==> config.mk <==
export PLATFORM = sky130hd
export DESIGN_NAME = tcpq_ram
export DESIGN_NICKNAME = d
export VERILOG_FILES = /design/src/sv/tcpq_ram.sv
export SDC_FILE = /design/constraint.sdc
export NUM_CORES = 2
export LEC_CHECK = 0
export ABC_CLOCK_PERIOD_IN_PS = 4900
export BUFFER_PORTS_ARGS = -buffer_cell sky130_fd_sc_hd__buf_2
export CAP_MARGIN = 10
export CORE_MARGIN = 5
export CORE_UTILIZATION = 25
export CTS_CLUSTER_DIAMETER = 50
export DETAILED_ROUTE_END_ITERATION = 10
export PLACE_DENSITY = 0.36
export SLEW_MARGIN = 30
export SYNTH_ARGS = -nofsm -noshare
export SYNTH_HDL_FRONTEND = slang
export SYNTH_SLANG_ARGS = --single-unit
==> constraint.sdc <==
create_clock -name clk -period 4.9 [get_ports clk]
set_input_delay 0.49 -clock clk [delete_from_list [all_inputs] [get_ports clk]]
set_output_delay 0.49 -clock clk [all_outputs]
set_load 0.005 [all_outputs]
==> src/sv/tcpq_ram.sv <==
// Simple dual-port descriptor store with one write port and a registered read port.
// Used once per class by the two-class pushout queue; no package dependencies.
module tcpq_ram #(
	parameter int DEPTH = 128,
	parameter int WIDTH = 32,
	localparam int AW = $clog2(DEPTH)
) (
	input  logic             clk,
	input  logic             we,
	input  logic [AW-1:0]    waddr,
	input  logic [WIDTH-1:0] wdata,
	input  logic [AW-1:0]    raddr,
	output logic [WIDTH-1:0] rdata
);

	logic [WIDTH-1:0] mem [DEPTH];
	logic [WIDTH-1:0] rdata_q;

	always_ff @(posedge clk) begin
		if (we) begin
			mem[waddr] <= wdata;
		end
		rdata_q <= mem[raddr];
	end

	assign rdata = rdata_q;

endmodule

==> results.json <==
{
  "worstSkewPairLatency_ps": 1060,
  "hold_depth": 1,
  "global_routing_met2_resource_utilization_pct": 26.9,
  "postCtsResizedCells": 0,
  "post_synth_main_area_contributors": "sky130_fd_sc_hd__edfxtp_1, sky130_fd_sc_hd__mux4_2, sky130_fd_sc_hd__clkbuf_1, sky130_fd_sc_hd__dfxtp_1, sky130_fd_sc_hd__nor2_1",
  "finalInstanceArea_sq_um": 189000,
  "grt.overflow.total": 0,
  "min_period_ps": 3210,
  "fillerInstances": 59934,
  "cts-root-buf": "sky130_fd_sc_hd__clkbuf_16",
  "mapped_avg_cell_area_sq_um": 26.1,
  "dieHeight_um": 801,
  "grtUsageMet1_pct": 22.3,
  "via_count": 71629,
  "post_cts.repair.setup_buffers": 0,
  "slew_headroom_pct": 30.8,
  "post-synth-top-area-cell": "sky130_fd_sc_hd__edfxtp_1",
  "run_status": "completed",
  "drive_above_1_share_pct": 38.8,
  "dp.final_hpwl_mm": 305,
  "final_estimated_routing_congestion_in_global_placement": 0.745,
  "clock_pin_slew_of_the_registers_on_the_worst_case_setup_and_hold_paths_ps": 50,
  "clock.fmax_ghz": 0.311,
  "cts.sink_count": 4128,
  "timing.final.crit_share_pct": 65.5,
  "path_max_fanout": 30,
  "routed_wirelength_mm": 526,
  "post-route-drc-count": 0,
  "hold_end": "mem[88][20]",
  "setup_repair_after_global_routing_missed_its_margin": "no",
  "worstPathCellList": "buf_8 > buf_4 > buf_12 > buf_4 > mux4_2 > mux4_2 > mux4_2 > mux2_2",
  "cp-end-kind": "flip-flop",
  "synth.yosys.warnings": 0,
  "synth_top_cell_area_share_pct": 78.7,
  "cell_count_after_placement": 14460,
  "critPathTopFamily": "multiplexers",
  "timing_hold_violations_final": 0,
  "drtAntennaViolNets": 0,
  "timing.clock.skew_ps": 40.0,
  "slowest_stage_delay_cp_ps": 680,
  "standard_cell_row_count": 290,
  "worst-endpoint-arrival_ps": 4110,
  "cts_made_buffers": 525,
  "global_route_usage_over_all_layers_pct": 16.0,
  "grt_pass1_vias": 74809,
  "ctsHtreeMaxLevel": 6,
  "top_level_ports": 80,
  "cts_tree": "done",
  "max-clock-path-buffers": 4,
  "count_of_different_cell_masters_after_synthesis": 17,
  "syn_to_final_growth_pct": 20.6,
  "globalRoute.busiestLayer": "met2",
  "routed_len_inst_um": 34.0,
  "antenna_violations_before_repair": 83,
  "buffer_ports.inserted": 79,
  "synthesis.nets": 6038,
  "dpl-instance-area_sq_um": 171000,
  "worst_vdd_rail_ir_drop_mv": 0.348,
  "most_common_cell_type_on_the_critical_path": "sky130_fd_sc_hd__mux4_2",
  "grt_util_met3_pct": 2.37,
  "final_max_slew_viol_count": 0,
  "post_synth_instance_area_sq_um": 156000,
  "grt_pass1_wl_mm": 700,
  "postSynthRegisterBits": 4128,
  "detail_route.iter0.violations": 6892,
  "synthCells": 5990,
  "final_count_of_negative_setup_slack_endpoints": 0,
  "grt_start_max_net_pins": 129,
  "fp.dieW_um": 801,
  "crit_path_top_delay_cell": "sky130_fd_sc_hd__mux4_2",
  "initial_utilization_pct": 25.1,
  "route.detailed.vias_per_inst": 4.63,
  "timing.rr.end": "rdata[2]",
  "coreArea_sq_um": 623000,
  "die_area_sq_um": 641000,
  "cap_violations": 0,
  "startpoint_type": "input pin",
  "worst-endpoint-required_ps": 5800,
  "reg2reg_start": "mem[85][2]",
  "layoutNonFillerInstCount": 15459,
  "cp_num_buf_inv": 4,
  "share_of_synthesized_area_occupied_by_flip_flops_and_latches_pct": 79.1,
  "holdCritPathClass": "input pin to flip-flop",
  "nets": 6746,
  "power.static_leakage_nw": 57.1,
  "finalSetupTns_ps": 0,
  "power-per-cell-area_nw_per_um2": 433,
  "path_class": "input pin to flip-flop",
  "slew_of_the_pin_with_the_lowest_slew_margin_ps": 1040,
  "min-delay-start": "wdata[20]",
  "ff2ff_path_depth": 4,
  "setup_slack_reg_to_reg_ps": 2160,
  "drt_pre_antenna_iters": 7,
  "startpoint": "raddr[2]"
}
[logic make-up (layout without fill, tap and decap cells)]
kind of cell | count (synthesis) | count (layout) | share of synthesized area [%]
simple gates | 170 | 170 | 0.446
buf+inv | 316 | 1440 | 0.839
mux | 1376 | 1376 | 19.6
flops | 4128 | 4128 | 79.1
other cells | 0 | 23 | 0
[worst reg2reg max path, delay by kind of cell (launching register included)]
family / cells / cell delay (ps)
flip-flops: 1 / 360
multiplexers: 4 / 2240
[placed cells by master (no fill, tap or decap), types with 32 or more instances in the layout]
cell type,instances
sky130_fd_sc_hd__nor2_4,119
sky130_fd_sc_hd__clkinvlp_4,35
sky130_fd_sc_hd__mux2_2,32
sky130_fd_sc_hd__clkbuf_16,539
sky130_fd_sc_hd__mux4_2,1344
sky130_fd_sc_hd__edfxtp_1,4096
sky130_fd_sc_hd__bufinv_16,50
sky130_fd_sc_hd__buf_4,323
sky130_fd_sc_hd__buf_2,41
sky130_fd_sc_hd__dfxtp_1,32
sky130_fd_sc_hd__clkbuf_1,86
sky130_fd_sc_hd__clkinv_1,75
sky130_fd_sc_hd__clkinv_2,83
sky130_fd_sc_hd__buf_12,85
[sequential cells by signal (all words and copies together), names as in the netlist]
name   count
mem     4096
rdata     32
[worst max path at each step]
stage	end	slack (ps)	cells past startpoint
global placement	rdata[7]	540	8
finish	rdata[7]	1690	8
global route	rdata[15]	1580	7
floorplan	mem[98][0]	1170	3
CTS	rdata[15]	1680	7
detailed placement	rdata[15]	550	7
[cell type report]
class                           instances  area (sq um)  area share (%)
Clock inverter                        316          3320            1.76
Tap cell                             8322         10400            5.52
Clock buffer                          627         13800            7.34
Sequential cell                      4128        124000            65.6
Timing Repair Buffer                  497          4980            2.64
Antenna cell                           23          57.6          0.0305
Multi-Input combinational cell       1546         32300            17.1
[per-stage QoR]
step / hold slack, ps / utilization, % / setup slack, ps / power, W
2_1_floorplan: 589 / - / 1170 / 0.0417
3_3_place_gp: 875 / 27.4 / 543 / 0.0443
3_5_place_dp: 886 / 27.4 / 549 / 0.0443
4_1_cts: 4.30 / 30.2 / 1680 / 0.0829
5_1_grt: 47.6 / 30.2 / 1580 / 0.0845
6_report: 53.9 / 30.2 / 1690 / 0.0817
[timing repair]
action | in CTS | in global routing
endpoints found under the hold margin | 542 | 122
hold buffers | 22 | 7
setup endpoints to repair | 0 | 0
[Yosys cell counts]
cell / instances
sky130_fd_sc_hd__edfxtp_1: 4096
sky130_fd_sc_hd__mux4_2: 1344
sky130_fd_sc_hd__clkbuf_1: 182
sky130_fd_sc_hd__nor2_1: 122
sky130_fd_sc_hd__buf_2: 79
sky130_fd_sc_hd__buf_1: 50
sky130_fd_sc_hd__dfxtp_1: 32
sky130_fd_sc_hd__mux2_2: 32
sky130_fd_sc_hd__nand2_1: 14
sky130_fd_sc_hd__nand3_1: 12
sky130_fd_sc_hd__nor3_1: 9
sky130_fd_sc_hd__nor2b_1: 7
sky130_fd_sc_hd__buf_4: 3
sky130_fd_sc_hd__nand4_1: 3
sky130_fd_sc_hd__buf_6: 2
sky130_fd_sc_hd__nand2b_1: 2
sky130_fd_sc_hd__or3_1: 1
[layer usage]
layer	routed length [um]	share of wire (%)	vias to the layer above
met5	97	0.018	-
met4	9270	1.8	14
met3	25700	4.9	569
met2	258000	49	2061
met1	233000	44	40960
li1	-	-	28025
[where the power goes]
group | switching [W] | internal [W] | leakage [nW]
clock | 0.0154 | 0.0229 | 8.31
sequential | 0.000208 | 0.0390 | 37.1
combinational | 0.00267 | 0.00153 | 11.7
Power figures use the tool's default switching activity.
